`config.mk`:
```
export PLATFORM = sky130hd
export DESIGN_NAME = lgs_ctrl
export DESIGN_NICKNAME = d
export VERILOG_FILES = /design/src/design/lgs_pkg.sv /design/src/design/lgs_ctrl.sv
export SDC_FILE = /design/constraint.sdc
export NUM_CORES = 1
export LEC_CHECK = 0
export ABC_CLOCK_PERIOD_IN_PS = 7550
export BUFFER_PORTS_ARGS = -buffer_cell sky130_fd_sc_hd__clkbuf_2
export CAP_MARGIN = 20
export CORE_MARGIN = 1.5
export CORE_UTILIZATION = 50
export CTS_BUF_LIST = sky130_fd_sc_hd__clkbuf_4
export DETAILED_ROUTE_END_ITERATION = 6
export PLACE_DENSITY = 0.75
export SLEW_MARGIN = 0
export SYNTH_ARGS = -nofsm -noshare
export SYNTH_HDL_FRONTEND = slang
export SYNTH_SLANG_ARGS = --single-unit
export TNS_END_PERCENT = 50
```
`constraint.sdc`:
```
create_clock -name aclk -period 7.55 [get_ports aclk]
set_input_delay 1.51 -clock aclk [delete_from_list [all_inputs] [get_ports aclk]]
set_output_delay 1.51 -clock aclk [all_outputs]
set_load 0.1 [all_outputs]
```
`src/design/lgs_pkg.sv`:
```
// ----------------------------------------------------------------------------
// lgs_pkg
// Shared constants, types and the controller command bundle for the
// toroidal life generation step block.
// ----------------------------------------------------------------------------
package lgs_pkg;

    localparam int CELL_W       = 64;  // cells in one stored row
    localparam int ROW_W        = 6;   // row index width on the ports
    localparam int CFG_W        = 7;   // configuration register width
    localparam int DEF_MAX_ROWS = 64;
    localparam int DEF_MAX_COLS = 64;
    localparam int MIN_DIM      = 3;

    localparam logic [CFG_W-1:0] CFG_RESET = 7'd64;

    // configuration register indexes
    localparam logic CFG_ROWS_IDX = 1'b0;
    localparam logic CFG_COLS_IDX = 1'b1;

    // request kinds carried on s_tuser
    localparam logic ACT_LOAD = 1'b0;
    localparam logic ACT_STEP = 1'b1;

    typedef enum logic [2:0] {
        ST_IDLE,
        ST_RD_FIRST,
        ST_RD_LAST,
        ST_RD_PREV,
        ST_ROW
    } lgs_state_t;

    typedef struct packed {
        logic             wr_en;       // write one row into the store
        logic             wr_from_step; // write data is the new row, not the load
        logic [ROW_W-1:0] wr_row;
        logic [ROW_W-1:0] rd_row;
        logic             cap_first;   // read data is old row 0
        logic             cap_prev;    // read data is old last row
        logic             advance;     // compute one row, emit it, shift window
        logic             last;        // current row is the final active row
    } lgs_cmd_t;

endpackage

```
`src/design/lgs_ctrl.sv`:
```
// ----------------------------------------------------------------------------
// lgs_ctrl
// Sequencer for loads and generation steps: walks the rows, issues store
// reads one row ahead and paces the row computation against the output.
// ----------------------------------------------------------------------------
module lgs_ctrl (
    input  logic                       aclk,
    input  logic                       aresetn,
    input  logic                       s_tvalid,
    output logic                       s_tready,
    input  logic                       s_tuser,
    input  logic [lgs_pkg::ROW_W-1:0]  load_row,
    input  logic [lgs_pkg::CFG_W-1:0]  rows_act,
    input  logic                       out_stall,
    output lgs_pkg::lgs_cmd_t          cmd
);
    import lgs_pkg::*;

    lgs_state_t       state_reg, state_next;
    logic [ROW_W-1:0] row_reg, row_next;
    logic [CFG_W-1:0] row_ext;
    logic [CFG_W-1:0] rd_target;
    logic             accept;
    logic             is_last;
    logic             adv;

    assign accept  = s_tvalid && s_tready;
    assign row_ext = CFG_W'(row_reg);
    assign is_last = (row_ext == rows_act - 7'd1);
    assign adv     = (state_reg == ST_ROW) && !out_stall;

    // next state
    always_comb begin
        state_next = state_reg;
        row_next   = row_reg;
        case (state_reg)
            ST_IDLE: begin
                if (accept && s_tuser == ACT_STEP) begin
                    state_next = ST_RD_FIRST;
                end
            end
            ST_RD_FIRST: state_next = ST_RD_LAST;
            ST_RD_LAST:  state_next = ST_RD_PREV;
            ST_RD_PREV: begin
                state_next = ST_ROW;
                row_next   = '0;
            end
            ST_ROW: begin
                if (adv) begin
                    row_next = row_reg + 6'd1;
                    if (is_last) begin
                        state_next = ST_IDLE;
                    end
                end
            end
            default: state_next = ST_IDLE;
        endcase
    end

    always_ff @(posedge aclk) begin
        if (!aresetn) begin
            state_reg <= ST_IDLE;
            row_reg   <= '0;
        end else begin
            state_reg <= state_next;
            row_reg   <= row_next;
        end
    end

    // outputs
    always_comb begin
        cmd       = '0;
        s_tready  = 1'b0;
        rd_target = '0;
        case (state_reg)
            ST_IDLE: begin
                s_tready = 1'b1;
                if (accept && s_tuser == ACT_LOAD) begin
                    cmd.wr_en  = 1'b1;
                    cmd.wr_row = load_row;
                end
            end
            ST_RD_FIRST: rd_target = '0;
            ST_RD_LAST: begin
                rd_target     = rows_act - 7'd1;
                cmd.cap_first = 1'b1;
            end
            ST_RD_PREV: begin
                rd_target    = 7'd1;
                cmd.cap_prev = 1'b1;
            end
            ST_ROW: begin
                // fetch one row ahead; hold the fetch while the output stalls
                rd_target        = adv ? row_ext + 7'd2 : row_ext + 7'd1;
                cmd.advance      = adv;
                cmd.last         = is_last;
                cmd.wr_en        = adv;
                cmd.wr_from_step = 1'b1;
                cmd.wr_row       = row_reg;
            end
            default: ;
        endcase
        cmd.rd_row = (rd_target >= rows_act) ? '0 : rd_target[ROW_W-1:0];
    end

endmodule

```
; ---- Yosys cells after proc, flatten, opt, wreduce, memory -nomap -nowiden
; Cells that the tools add are included.
[word_totals]
ff_bits = 9
in_bits = 18
out_inout_bits = 19
[classes]
addsub = 4
order_cmp = 1
eq_ne = 8
mux = 18
bitwise_logic = 1
n_reduce_logical = 9
[ops]
columns = cell, n
row1 = 6-bit case mux with 2 select lines, 2
row2 = 7-bit case mux with 3 select lines, 1
row3 = 6-bit 2-to-1 mux, 3
row4 = 3-bit case mux with 5 select lines, 1
row5 = 3-bit 2-to-1 mux, 3
row6 = "6-bit by 1-bit adder with 7-bit output, second input constant", 1
row7 = "6-bit by 2-bit adder with 7-bit output, second input constant", 1
row8 = 6-bit by 7-bit equality test with 1-bit output, 1
row9 = 7-bit >= comparator, 1
row10 = 7-bit 2-to-1 mux, 1
row11 = "7-bit by 1-bit subtractor with 7-bit output, second input constant", 1
row12 = "6-bit by 1-bit adder with 6-bit output, second input constant", 1
row13 = "3-bit by 2-bit equality test with 1-bit output, second input constant", 2
row14 = "2-bit != test, second input constant", 3
row15 = 1-bit 2-to-1 mux, 5
row16 = 1-bit logical AND, 4
row17 = "3-bit by 1-bit equality test with 1-bit output, second input constant", 1
row18 = "3-bit equality test, second input constant", 1
row19 = 3-bit logical NOT, 1
row20 = 3-bit AND reduction, 1
row21 = 2-bit 2-to-1 mux, 1
row22 = 1-bit case mux with 2 select lines, 1
row23 = 2-bit AND reduction, 1
row24 = 2-bit nonzero test, 1
row25 = 2 further kinds, 2

; ---- Logic depth before layout (Yosys ltp)
[depth]
depth_word = 6
mapped_depth = 12
depth_no_buf = 10

; ---- Least setup slack after synthesis
; OpenSTA, ideal clock, no wires.
[synth_path]
path_kind = input -> output
from = input port rows_act[1] in the netlist's numbering
to = output port cmd[5] in the netlist's numbering
arrival_time_ns = 4.342
t_required_ns = 6.040
path_slack_ns = 1.698
cell_stages = 10
path_buffers = 0
cell_sequence = inv_1 -> ha_1 -> nor3b_2 -> xnor2_1 -> o22ai_1 -> ha_1 -> a21oi_1 -> o21ai_0 -> a31o_2 -> nor2b_1
[synth_lines]
columns = item, line_no
row1 = "start, declared", lgs_ctrl.sv:13  ; input logic [lgs_pkg::CFG_W-1:0] rows_act,
row2 = "end, declared", lgs_ctrl.sv:15  ; output lgs_pkg::lgs_cmd_t cmd

==> summary.txt <==
Status
  • Status: finished clean

Worst setup path
  • Reg2reg end: row_reg[4]
  • CP Data Arrival Time: 3.94 ns
  • CP Launch Type: primary input
  • Worst Path Max Fanout: 6
  • Reg2reg start: state_reg[2]
  • WP data required: 6.04 ns
  • R2R cell count: 5
  • CP endpoint kind: output pin
  • WS Path Type: primary input to output pin
  • R2r setup slk: 5.94 ns

Drt
  • Total Wirelength: 2.52 mm
  • Via count: 1112
  • Wire per inst: 12.4 um
  • Final ANT Viol Nets: 0
  • Drt drc: 0
  • Initial drt markers: 8
  • DR pass1 iterations: 4
  • Vias per cell: 5.45

Clock network
  • Worst-path clk slew: 0.07 ns
  • H-tree levels: 1
  • Hold_buf cts: 0
  • Post-CTS Setup Bufs: 0
  • CTS tree: built
  • CTS resizes: 0
  • Clk Latency, worst-skew pair: 0.27 ns
  • TritonCTS buffer count: 3
  • CTS Sinks: 9
  • Clock Tree Root: clkbuf_4
  • CTS Buffer Depth: 2

Final layout
  • Fraction of layout cells with a size suffix above 1: 28.4%
  • Filler Cell Count: 223
  • Sequential Area: 180 sq um
  • Multi-input logic area: 880 sq um
  • Final cell count without fillers: 204
  • Max reg flops: 6
  • N_diodes: 0
  • NumNets Final: 205
  • Layout area overhead: 14.7%

Yosys
  • Asr flop ratio synth: 0%
  • Commonest cells post-synth: xnor2_1, ha_1, inv_1
  • Ys flop type: dfxtp_1
  • Top post-synthesis cells by area: dfxtp_1, ha_1, xnor2_1
  • Number of synthesized flops with an enable pin: 0
  • Sequential-to-total area share from yosys stat: 15.4%
  • Cell Area, Synth: 1170 sq um
  • Yosys reg bits: 9
  • Most frequent cell after synthesis: xnor2_1
  • Post-synth net total: 175
  • Cell variety after synth: 44
  • Yosys warns: 0
  • Gate Count Post-Synth: 147
  • Post-synth top area share: 15.4%
  • Syn_area_per_cell: 7.98 sq um
  • Cell taking the most area after synthesis: dfxtp_1

GRT
  • Number of global-route vias before repair: 1058
  • Initial antenna violation count: 0
  • Gr ovfl total: 0
  • GRT Total Usage: 22.1%
  • Wire length of the first global-routing pass: 4.51 mm
  • Largest net degree at the start of global routing: 13

Hold path
  • Hold Startpoint: state_reg[2]
  • WHS Path Cells: 2
  • Worst Hold Class: register to register
  • Hold EP: state_reg[1]

STA
  • Fin. Hold Viols: 0
  • Slew Limit Fails: 0
  • Final period util: 72.1%
  • RSZ-0062 raised after global routing: no
  • Rel. slew slack: 64.0%
  • Highest Clock Rate: 0.184 GHz
  • Final TNS setup: 0 ns
  • Post-route minimum period: 5.45 ns
  • Setup violations, final: 0
  • Worst Skew: 0.00886 ns
  • Worst-Margin Slew: 0.543 ns

Power
  • Power density cells: 138 nW/um^2
  • Clock share of power: 23.1%
  • Leak pwr: 0.650 nW
  • Sw Ratio: 48.3%
  • Net load switching power: 0.0897 mW
  • Internal power: 0.0959 mW
  • Peak VDD IR: 0.000104 V
  • Comb pwr share: 48.8%
  • Share of power burned in registers: 28.0%

Floorplanning
  • Die W: 51.5 um
  • Row cnt: 17
  • Core Area: 2210 sq um
  • Initial core utilization: 53.1%
  • Die area: 2650 sq um
  • Die Ht: 51.5 um
  • Ports: 37

Placement
  • Dpl cells: 200
  • IO buf count: 36
  • DPL Wire Length: 2.03 mm
  • RePlAce Congestion: 0.827

Job
  • Maxcap violations: 0
## logic make-up after synthesis
| group | Yosys count | share of synthesized area, % |
|---|---|---|
| xor gates and xnor gates | 19 | 15.4 |
| muxes | 2 | 1.71 |
| buffers and inverters | 22 | 9.70 |
| AOI/OAI and AO/OA | 34 | 20.2 |
| DFF | 9 | 15.4 |
| adders and majority gates | 10 | 10.7 |
| and+or+nand+nor | 51 | 27.1 |
## cells in the final DEF (no fill, tap or decap), types with 2 or more instances in the layout
cell type / netlist / routed
clkbuf_2: 0 / 36
xnor2_1: 12 / 12
inv_1: 10 / 10
ha_1: 10 / 10
nor2_1: 9 / 9
nor2b_1: 9 / 9
dfxtp_1: 9 / 9
nand2_1: 7 / 7
a21oi_1: 7 / 7
a22o_1: 6 / 6
o22ai_1: 6 / 6
xor2_1: 6 / 6
nand4_1: 4 / 4
nand2b_1: 4 / 4
o21ai_0: 4 / 4
clkbuf_4: 0 / 4
nor3_1: 3 / 3
and3_1: 2 / 2
nor3b_1: 2 / 2
mux2i_1: 2 / 2
a32oi_1: 2 / 2
a211oi_1: 2 / 2
## power groups by stage
stage | combinational, mW | sequential, mW | clock [mW]
floorplan | 0.0793 | 0.0502 | 0
global placement | 0.0896 | 0.0530 | 0
detailed placement | 0.0909 | 0.0531 | 0
CTS | 0.0911 | 0.0520 | 0.0439
global route | 0.0967 | 0.0525 | 0.0463
finish | 0.0907 | 0.0521 | 0.0429
## worst max-delay path, stage by stage
cell and delay, ns:
clkbuf_2 0.13, inv_1 0.07, ha_1 0.17, nor3b_2 0.27
xnor2_1 0.20, o22ai_1 0.14, ha_1 0.31, a21oi_1 0.12
o21ai_0 0.09, a31o_2 0.30, nor2b_1 0.14, clkbuf_2 0.47
## per-stage QoR
step	power (mW)	utilization (%)	area (sq um)	hold slack [ns]	setup WS, ns
floorplan	0.130	-	1170	0.552	1.70
global route	0.195	60.9	1350	0.666	1.80
CTS	0.187	60.9	1350	0.644	2.09
finish	0.186	60.9	1350	0.640	2.10
global placement	0.143	59.5	1320	0.604	2.25
detailed placement	0.144	59.5	1320	0.621	2.10
## how the worst max path moves through the flow
stage	depth (start not counted)	start	to	slack, ns
2_1_floorplan	10	rows_act[1]	cmd[5]	1.70
3_3_place_gp	12	rows_act[0]	cmd[8]	2.25
3_5_place_dp	12	rows_act[0]	cmd[5]	2.10
4_1_cts	12	rows_act[0]	cmd[5]	2.09
5_1_grt	12	rows_act[0]	cmd[5]	1.80
6_report	12	rows_act[0]	cmd[5]	2.10
## final cells by class
cell class	instances	area share [%]
inverters	11	3.07
clock buffers	4	2.23
flip-flops and latches	9	13.4
repair buffers	36	13.4
well taps	28	2.60
multi-input cells	116	65.3
## per-layer routing
layer,GRT usage [%],part of all wire [%],up-vias
li1,-,-,578
met1,26.6,44,507
met2,38.9,51,23
met3,3.51,4.1,4
met4,8.33,0.95,0
met5,0,0,-
(Power assumes the default switching activity.)
