[config.mk]
export PLATFORM = sky130hd
export DESIGN_NAME = lgs_datapath
export DESIGN_NICKNAME = d
export VERILOG_FILES = /design/src/design/lgs_pkg.sv /design/src/design/lgs_datapath.sv
export SDC_FILE = /design/constraint.sdc
export NUM_CORES = 2
export LEC_CHECK = 0
export CORE_MARGIN = 10
export CORE_UTILIZATION = 40
export CTS_CLUSTER_DIAMETER = 60
export CTS_CLUSTER_SIZE = 24
export DETAILED_ROUTE_END_ITERATION = 7
export DONT_BUFFER_PORTS = 1
export GPL_TIMING_DRIVEN = 0
export PLACE_DENSITY_LB_ADDON = 0.25
export SLEW_MARGIN = 15
export SYNTH_ARGS = -nofsm -noshare
export SYNTH_HDL_FRONTEND = slang
export SYNTH_SLANG_ARGS = --single-unit
[constraint.sdc]
create_clock -name aclk -period 6.9 [get_ports aclk]
set_input_delay 0.345 -clock aclk [delete_from_list [all_inputs] [get_ports aclk]]
set_output_delay 0.345 -clock aclk [all_outputs]
set_load 0.005 [all_outputs]
[src/design/lgs_pkg.sv]
// ----------------------------------------------------------------------------
// lgs_pkg
// Shared constants, types and the controller command bundle for the
// toroidal life generation step block.
// ----------------------------------------------------------------------------
package lgs_pkg;

    localparam int CELL_W       = 64;  // cells in one stored row
    localparam int ROW_W        = 6;   // row index width on the ports
    localparam int CFG_W        = 7;   // configuration register width
    localparam int DEF_MAX_ROWS = 64;
    localparam int DEF_MAX_COLS = 64;
    localparam int MIN_DIM      = 3;

    localparam logic [CFG_W-1:0] CFG_RESET = 7'd64;

    // configuration register indexes
    localparam logic CFG_ROWS_IDX = 1'b0;
    localparam logic CFG_COLS_IDX = 1'b1;

    // request kinds carried on s_tuser
    localparam logic ACT_LOAD = 1'b0;
    localparam logic ACT_STEP = 1'b1;

    typedef enum logic [2:0] {
        ST_IDLE,
        ST_RD_FIRST,
        ST_RD_LAST,
        ST_RD_PREV,
        ST_ROW
    } lgs_state_t;

    typedef struct packed {
        logic             wr_en;       // write one row into the store
        logic             wr_from_step; // write data is the new row, not the load
        logic [ROW_W-1:0] wr_row;
        logic [ROW_W-1:0] rd_row;
        logic             cap_first;   // read data is old row 0
        logic             cap_prev;    // read data is old last row
        logic             advance;     // compute one row, emit it, shift window
        logic             last;        // current row is the final active row
    } lgs_cmd_t;

endpackage

[src/design/lgs_datapath.sv]
// ----------------------------------------------------------------------------
// lgs_datapath
// Row store with per-row valid bits, the three-row window, the next row
// logic and the output register.
// ----------------------------------------------------------------------------
module lgs_datapath #(
    parameter int MAX_ROWS = lgs_pkg::DEF_MAX_ROWS
) (
    input  logic                        aclk,
    input  logic                        aresetn,
    input  lgs_pkg::lgs_cmd_t           cmd,
    input  logic [lgs_pkg::CELL_W-1:0]  load_cells,
    input  logic [lgs_pkg::CFG_W-1:0]   cols_act,
    output logic                        out_stall,
    output logic                        m_tvalid,
    input  logic                        m_tready,
    output logic [lgs_pkg::ROW_W-1:0]   out_row,
    output logic [lgs_pkg::CELL_W-1:0]  out_cells,
    output logic                        out_last
);
    import lgs_pkg::*;

    localparam int AW = (MAX_ROWS > 1) ? $clog2(MAX_ROWS) : 1;
    localparam logic [8:0] DEPTH = 9'(MAX_ROWS);

    logic [CELL_W-1:0]   mem [MAX_ROWS];
    logic [MAX_ROWS-1:0] valid_reg;
    logic [CELL_W-1:0]   rd_mem_reg;
    logic                rd_vld_reg;
    logic [CELL_W-1:0]   rd_data;
    logic [AW-1:0]       wr_addr, rd_addr;
    logic                wr_ok;
    logic [CELL_W-1:0]   wr_data;

    logic [CELL_W-1:0]   first_reg, prev_reg, cur_reg;
    logic [CELL_W-1:0]   down;
    logic [CELL_W-1:0]   nx;

    logic                m_tvalid_reg;
    logic [ROW_W-1:0]    out_row_reg;
    logic [CELL_W-1:0]   out_cells_reg;
    logic                out_last_reg;

    function automatic logic [CELL_W-1:0] west_of(input logic [CELL_W-1:0] w,
                                                  input logic [ROW_W-1:0] cm1,
                                                  input logic [CELL_W-1:0] m);
        west_of = ({w[CELL_W-2:0], 1'b0} | CELL_W'(w[cm1])) & m;
    endfunction

    function automatic logic [CELL_W-1:0] east_of(input logic [CELL_W-1:0] w,
                                                  input logic [ROW_W-1:0] cm1,
                                                  input logic [CELL_W-1:0] m);
        east_of = ({1'b0, w[CELL_W-1:1]} | (CELL_W'(w[0]) << cm1)) & m;
    endfunction

    function automatic logic [CELL_W-1:0] life_row(input logic [CELL_W-1:0] up_in,
                                                   input logic [CELL_W-1:0] cur_in,
                                                   input logic [CELL_W-1:0] dn_in,
                                                   input logic [CFG_W-1:0]  cols);
        logic [CELL_W-1:0] m, up, cu, dn;
        logic [CELL_W-1:0] nb [8];
        logic [ROW_W-1:0]  cm1;
        logic [3:0]        n;
        logic [CELL_W-1:0] res;
        for (int i = 0; i < CELL_W; i++) begin
            m[i] = (CFG_W'(i) < cols);
        end
        cm1   = ROW_W'(cols - 7'd1);
        up    = up_in & m;
        cu    = cur_in & m;
        dn    = dn_in & m;
        nb[0] = west_of(up, cm1, m);
        nb[1] = up;
        nb[2] = east_of(up, cm1, m);
        nb[3] = west_of(cu, cm1, m);
        nb[4] = east_of(cu, cm1, m);
        nb[5] = west_of(dn, cm1, m);
        nb[6] = dn;
        nb[7] = east_of(dn, cm1, m);
        for (int c = 0; c < CELL_W; c++) begin
            n = '0;
            for (int k = 0; k < 8; k++) begin
                n = n + 4'(nb[k][c]);
            end
            res[c] = (n == 4'd3) || (cu[c] && n == 4'd2);
        end
        life_row = res & m;
    endfunction

    assign wr_addr = AW'(cmd.wr_row);
    assign rd_addr = AW'(cmd.rd_row);
    assign wr_ok   = cmd.wr_en && ({3'b000, cmd.wr_row} < DEPTH);
    assign wr_data = cmd.wr_from_step ? nx : load_cells;
    assign rd_data = rd_vld_reg ? rd_mem_reg : '0;

    always_ff @(posedge aclk) begin
        if (wr_ok) begin
            mem[wr_addr] <= wr_data;
        end
        rd_mem_reg <= mem[rd_addr];
    end

    always_ff @(posedge aclk) begin
        if (!aresetn) begin
            valid_reg  <= '0;
            rd_vld_reg <= 1'b0;
        end else begin
            if (wr_ok) begin
                valid_reg[wr_addr] <= 1'b1;
            end
            rd_vld_reg <= valid_reg[rd_addr];
        end
    end

    // the last row wraps to the saved old row 0
    assign down = cmd.last ? first_reg : rd_data;
    assign nx   = life_row(prev_reg, cur_reg, down, cols_act);

    always_ff @(posedge aclk) begin
        if (cmd.cap_first) begin
            first_reg <= rd_data;
            cur_reg   <= rd_data;
        end
        if (cmd.cap_prev) begin
            prev_reg <= rd_data;
        end
        if (cmd.advance) begin
            prev_reg <= cur_reg;
            cur_reg  <= down;
        end
    end

    always_ff @(posedge aclk) begin
        if (!aresetn) begin
            m_tvalid_reg <= 1'b0;
        end else if (cmd.advance) begin
            m_tvalid_reg <= 1'b1;
        end else if (m_tready) begin
            m_tvalid_reg <= 1'b0;
        end
    end

    always_ff @(posedge aclk) begin
        if (cmd.advance) begin
            out_row_reg   <= cmd.wr_row;
            out_cells_reg <= nx;
            out_last_reg  <= cmd.last;
        end
    end

    assign out_stall = m_tvalid_reg && !m_tready;
    assign m_tvalid  = m_tvalid_reg;
    assign out_row   = out_row_reg;
    assign out_cells = out_cells_reg;
    assign out_last  = out_last_reg;

endmodule

After elaboration in Yosys (flattened, before gate mapping)
Memories as Yosys holds them, arrays and structs flattened. A register that Yosys moved wholly into a read port is not among the register bits.
Index checks and enable logic that the tools add are counted.
{"block": "totals", "regBits": 329, "ram_bits": 4096, "output_inout_bits": 73, "n_memories": 1}
{"block": "classes", "add_sub_neg": 449, "n_lt_le_gt_ge": 68, "n_eq_ne": 128, "shifts": 3, "muxes": 21, "bitwise_logic": 17, "reduce_logical": 134}
{"name": "mem", "depth": 64, "word_bits": 64, "read_ports": 1, "rd_clocked_by_memory_dff": 1, "wr": 1, "line": "lgs_datapath.sv:26", "text": "logic [CELL_W-1:0] mem [MAX_ROWS];"}
{"cell": "$add A4 B1 Y4", "n": 256}
{"cell": "$and A64 B64 Y64", "n": 10}
{"cell": "$eq A4 B2 Y1 const B", "n": 128}
{"cell": "$mux W64", "n": 7}
{"cell": "$add A3 B1 Y4", "n": 64}
{"cell": "$lt A6 B7 Y1 const A", "n": 32}
{"cell": "$add A2 B1 Y3", "n": 64}
{"cell": "$or A63 B64 Y64", "n": 3}
{"cell": "$or A64 B1 Y64", "n": 3}
{"cell": "$shl A1 B6 Y64", "n": 3}
{"cell": "$add A1 B1 Y2", "n": 64}
{"cell": "$lt A5 B7 Y1 const A", "n": 16}
{"cell": "$logic_and A1 B1 Y1", "n": 66}
{"cell": "$logic_or A1 B1 Y1", "n": 64}
{"cell": "$or A64 B64 Y64", "n": 1}
{"cell": "$lt A4 B7 Y1 const A", "n": 8}
{"cell": "$lt A3 B7 Y1 const A", "n": 4}
{"cell": "$bmux W1 S6", "n": 4}
{"cell": "$lt A6 B7 Y1 const B", "n": 3}
{"cell": "$lt A1 B7 Y1 const A", "n": 2}
{"cell": "$lt A2 B7 Y1 const A", "n": 2}
{"cell": "$mux W1", "n": 9}
{"cell": "$demux W1 S6", "n": 1}
{"cell": "$ge A6 B1 Y1 const B", "n": 1}
{"cell": "3 further kinds", "n": 5}

Longest topological paths before layout
{"block": "logic_depth", "ltp_word": 18, "ltp_mapped": 23}

Least setup slack after synthesis
OpenSTA, ideal clock, no wires.
{"block": "synth_path", "path_kind": "in2reg", "start": "input port cols_act[0] (netlist bit)", "end": "memory mem[0][0], data pin", "t_arrival_ps": 5954, "t_required_ps": 6611, "setup_slack_ps": 657, "stages": 20, "n_path_buf": 4, "cell_sequence": "clkbuf_1 -> inv_2 -> clkbuf_1 -> buf_1 -> ha_1 -> xor2_1 -> clkbuf_1 -> nor2_1 -> a31oi_1 -> a21oi_1 -> o41ai_1 -> fa_1 -> fa_1 -> inv_1 -> fa_1 -> ha_1 -> fa_1 -> o21ai_0 -> o2111a_1 -> mux2_2"}
{"block": "synth_between", "elab_chain_cells": 18, "word_cells_on_any_way": 102, "cone_classes": "add/sub (8); order compare (64); eq/ne (2); shift (3); mux (7); bitwise (16); reduce/logical (2)"}
{"element": "start, declared", "line": "lgs_datapath.sv:13", "text": "input logic [lgs_pkg::CFG_W-1:0] cols_act,"}
{"element": "$lt A1 B7 Y1, or another cell as far along", "line": "lgs_datapath.sv:66", "text": "m[i] = (CFG_W'(i) < cols);"}
{"element": "$and A64 B64 Y64", "line": "lgs_datapath.sv:69", "text": "up = up_in & m;"}
{"element": "$bmux W1 S6", "line": "lgs_datapath.sv:47", "text": "west_of = ({w[CELL_W-2:0], 1'b0} | CELL_W'(w[cm1])) & m;"}
{"element": "$mux W1 (not written as such)", "line": "lgs_datapath.sv:47"}
{"element": "$or A64 B1 Y64", "line": "lgs_datapath.sv:47"}
{"element": "$and A64 B64 Y64", "line": "lgs_datapath.sv:47"}
{"element": "$add A1 B1 Y2", "line": "lgs_datapath.sv:83", "text": "n = n + 4'(nb[k][c]);"}
{"element": "$add A2 B1 Y3", "line": "lgs_datapath.sv:83"}
{"element": "$add A3 B1 Y4", "line": "lgs_datapath.sv:83"}
{"element": "$add A4 B1 Y4 (4 in a row)", "line": "lgs_datapath.sv:83"}
{"element": "$eq A4 B2 Y1", "line": "lgs_datapath.sv:85", "text": "res[c] = (n == 4'd3) || (cu[c] && n == 4'd2);"}
{"element": "$logic_and A1 B1 Y1", "line": "lgs_datapath.sv:85"}
{"element": "$logic_or A1 B1 Y1", "line": "lgs_datapath.sv:85"}
{"element": "$and A64 B64 Y64 *", "line": "lgs_datapath.sv:87", "text": "life_row = res & m;"}
{"element": "named net nx[0]", "line": "lgs_datapath.sv:37", "text": "logic [CELL_W-1:0] nx;"}
{"element": "$mux W64 *", "line": "lgs_datapath.sv:93", "text": "assign wr_data = cmd.wr_from_step ? nx : load_cells;"}
{"element": "named net wr_data[0]", "line": "lgs_datapath.sv:33", "text": "logic [CELL_W-1:0] wr_data;"}
{"element": "end, declared", "line": "lgs_datapath.sv:26"}
The timed path passes the listed nets; every way through them passes the cells marked *. The select of a mux whose other input is x is not followed.

Worst setup path after layout
{"block": "layout_path", "start": "input port cols_act[0] (netlist bit)", "end": "memory mem[26][61], data pin"}
{"block": "layout_between", "elab_chain_cells": 16, "word_cells_on_any_way": 36, "cone_classes": "add/sub (8); order compare (4); eq/ne (2); shift (3); mux (1); bitwise (16); reduce/logical (2)"}
{"element": "$lt A6 B7 Y1 or $lt A1 B7 Y1 (tied branches)", "line": "lgs_datapath.sv:66"}
{"element": "$and A64 B64 Y64", "line": "lgs_datapath.sv:69"}
{"element": "$or A64 B1 Y64 or $shl A1 B6 Y64 (tied branches)", "line": "lgs_datapath.sv:47, lgs_datapath.sv:53"}
{"element": "$and A64 B64 Y64 or $or A63 B64 Y64 (tied branches)", "line": "lgs_datapath.sv:47, lgs_datapath.sv:53"}
{"element": "$add A1 B1 Y2 or $and A64 B64 Y64 (tied branches)", "line": "lgs_datapath.sv:83, lgs_datapath.sv:53"}
{"element": "$add A2 B1 Y3", "line": "lgs_datapath.sv:83"}
{"element": "$add A3 B1 Y4", "line": "lgs_datapath.sv:83"}
{"element": "$add A4 B1 Y4 (4 in a row)", "line": "lgs_datapath.sv:83"}
{"element": "$eq A4 B2 Y1", "line": "lgs_datapath.sv:85"}
{"element": "$logic_and A1 B1 Y1", "line": "lgs_datapath.sv:85"}
{"element": "$logic_or A1 B1 Y1", "line": "lgs_datapath.sv:85"}
{"element": "$and A64 B64 Y64 *", "line": "lgs_datapath.sv:87"}
{"element": "named net nx[61]", "line": "lgs_datapath.sv:37"}
{"element": "$mux W64 *", "line": "lgs_datapath.sv:93"}
{"element": "named net wr_data[61]", "line": "lgs_datapath.sv:33"}
The timed path passes the listed nets; every way through them passes the cells marked *.

==> results.md <==
* Class of the worst hold path: input port to flip-flop
* Pleak at 70.8 nW
* Synthesized area at 186000 um^2
* Finish-stage setup viols at 128
* Inserted Clock Buffers at 369
* Cells after synthesis at 9174
* Nets@finish at 10500
* Area growth from synthesis to layout at 16.0%
* Total track usage at 25.1%
* Worst vdd ir at 0.000209 V
* Die Area at 494000 um^2
* RSZ-0062 raised after global routing: no
* Final Slew Violations at 15
* Initial antenna violation count at 87
* Post-layout util at 46.6%
* Clk slew on worst S/H paths at 0.07 ns
* Number of flip-flops in the largest register at 4096
* DR WL/cell at 38.3 um
* Skew-Pair Late Insertion Delay at 1.04 ns
* Flops & latches, synth at 4489
* Failing checks: capacitance limit, slew limit, setup timing
* Final wirelength at 631000 um
* Pwr dens at 278 nW/um^2
* Dpl cells at 15700
* Cell variety after synth at 74
* Mean cell area of the mapped netlist at 20.3 um^2
* Slowest stage cell, crit path: nor2_1
* First-pass GRT wire length at 854000 um
* Crit path buffers/inverters at 5
* CP peak stage delay at 1.38 ns
* Final period util at 102%
* Largest net degree at the start of global routing at 72
* Crit. End Element: flip-flop
* Gpl congestion at 0.972
* DIE HEIGHT at 703 um
* DP HPWL at 452000 um
* Crit-path cells: clkbuf_2, inv_4, buf_6, buf_4, ha_2, nor2b_1, buf_2, nand3_1, nor2_1, a21oi_1, nor2_1, ha_1, fa_1, nand3_1, o21ai_0, o2111a_2, mux2_4
* # rows at 250
* Overall via count from detail_route at 101000
* Setup TNS at -13.06 ns
* Share of cells above drive strength 1 at 27.5%
* Max-cap viol count at 1
* Antenna Nets Post-Route at 0
* Grt ovf at 0
* Post-synth ARST share at 0%
* Worst setup margin at -0.128 ns
* Largest Register: mem
* Die width at 703 um
* Clock root cell: clkbuf_16
* Hold WS at 0.0462 ns
* Nature of the critical path startpoint: input port
* Arr. time, crit path at 7.73 ns
* Worst Path Max Fanout at 64
* Worst Path Required at 7.60 ns
* Cell family with most CP delay: simple AND/OR/NAND/NOR gates
* Post-synthesis sequential area ratio at 71.6%
* Max-slew headroom at -19.1%
* Fillers at 38100
* CTS tree: yes
* Run status: finished, violations left
* Non-Filler Instances at 16500
* CTS max path bufs at 4
* I/O pin cnt at 165
* IO Port Bufs at 0
* Starting Density at 40.2%
* Number of synthesized flops with an enable pin at 4359
* Main synth FF type: edfxtp_1
* Worst Skew at 0.114 ns
* Drt first pass iters at 6
* DRC viols at 0
* Overall power at 60.2 mW
* Crit Path Class: input port to flip-flop
* Max Clk Rate at 0.142 GHz
* Via-per-instance ratio at 6.11
* Final-report hold violation count at 0
* Iteration-0 DRC Markers at 14600
* Worst-Margin Slew at 1.79 ns
* Htree depth at 5
* Synth warnings at 0
* Clk sink count at 4489
* Core ar. at 464000 um^2
* Vias in the first global route at 101000
* Final worst path period need at 7.03 ns
* Syn nets at 9715
==> what timing repair did <==
action / CTS / global route
setup endpoints to repair: 4153 / 3252
pin swaps: 1 / 1
cloned: 0 / 5
setup buffers: 2 / 2
endpoints found under the hold margin: 971 / 831
hold buffers: 38 / 21
resized for setup: 119 / 70
==> kinds of logic (layout without fill, tap and decap cells) <==
logic type / Yosys count / after routing / share of synthesized area (%)
buf+inv: 727 / 1819 / 1.60
other cells: 0 / 43 / 0
mux: 1444 / 1449 / 17.0
simple gates: 1161 / 1161 / 2.73
fa+ha+maj: 449 / 449 / 4.05
flops: 4489 / 4489 / 71.6
xor+xnor: 9 / 9 / 0.0463
compound gates: 895 / 895 / 2.96
==> area by class of cell <==
type	count	area (um^2)	share of cell area [%]
Multi-Input combinational cell	3963	51300	23.7
Antenna cell	43	108	0.0498
Inverter	247	930	0.430
Tap cell	6174	7720	3.57
Timing Repair Buffer	402	7340	3.39
Clock inverter	301	3660	1.69
Clock buffer	390	9420	4.36
Buffer	479	2220	1.02
Sequential cell	4489	133000	61.7
==> final timing paths <==
kind | start | end | slack, ns | cells after the start
max | cols_act[0] | mem[26][61]$_DFFE_PP_ | -0.13 | 17
min | cmd[3] | cur_reg[46]$_DFFE_PP_ | 0.05 | 1
max reg2reg | rd_vld_reg$_SDFF_PN0_ | mem[50][0]$_DFFE_PP_ | 0.12 | 20
min reg2reg | valid_reg[59]$_SDFFE_PN0P_ | valid_reg[59]$_SDFFE_PN0P_ | 0.47 | 1
==> cells in the mapped netlist (all sizes together), types with 19 or more instances <==
| cell | instances | area [um^2] |
|---|---|---|
| a21oi | 250 | 1250 |
| a22oi | 22 | 165 |
| a311oi | 19 | 166 |
| a31oi | 22 | 138 |
| and2 | 73 | 457 |
| buf | 192 | 970 |
| clkbuf | 288 | 1080 |
| dfxtp | 130 | 2600 |
| edfxtp | 4359 | 131000 |
| fa | 256 | 5120 |
| ha | 193 | 2410 |
| inv | 247 | 927 |
| mux2 | 70 | 788 |
| mux4 | 1369 | 30800 |
| nand2 | 565 | 2120 |
| nand3 | 122 | 611 |
| nand3b | 20 | 150 |
| nor2 | 272 | 1020 |
| nor2b | 19 | 119 |
| nor3 | 29 | 175 |
| o2111a | 57 | 642 |
| o21a | 80 | 601 |
| o21ai | 339 | 1700 |
==> routing by layer <==
metal / part of all wire [%] / up-vias / GRT usage (%)
met3: 10 / 1223 / 5.49
met1: 37 / 54600 / 32.9
met5: 0.035 / - / 0
met4: 5.4 / 32 / 11.0
met2: 47 / 5612 / 40.3
li1: - / 39300 / -
==> where the power goes <==
| part | leakage, nW | total [mW] | switching [mW] | internal [mW] |
|---|---|---|---|---|
| sequential | 41.1 | 31.5 | 0.300 | 31.2 |
| clock | 6.31 | 22.6 | 11.4 | 11.2 |
| combinational | 23.4 | 6.10 | 4.22 | 1.87 |
| total | 70.8 | 60.2 | 15.9 | 44.3 |
==> cell usage in the layout, fill, tap and decap left out, types with 192 or more instances in the layout <==
master        n
ha_1        192
a21oi_1     248
nor2_1      196
fa_1        256
nand2_1     561
edfxtp_1   4359
inv_1       246
clkbuf_16   373
o21ai_0     331
buf_12      196
mux4_2     1369
clkbuf_1    231
==> stage by stage <==
stage / area, um^2 / setup slack [ns]
after floorplan: 186000 / 0.657
after global placement: 194000 / -7.07
after detailed placement: 201000 / -4.40
after CTS: 215000 / -0.0450
after global routing: 216000 / 0.00768
final: 216000 / -0.128
Power figures use the tool's default switching activity.
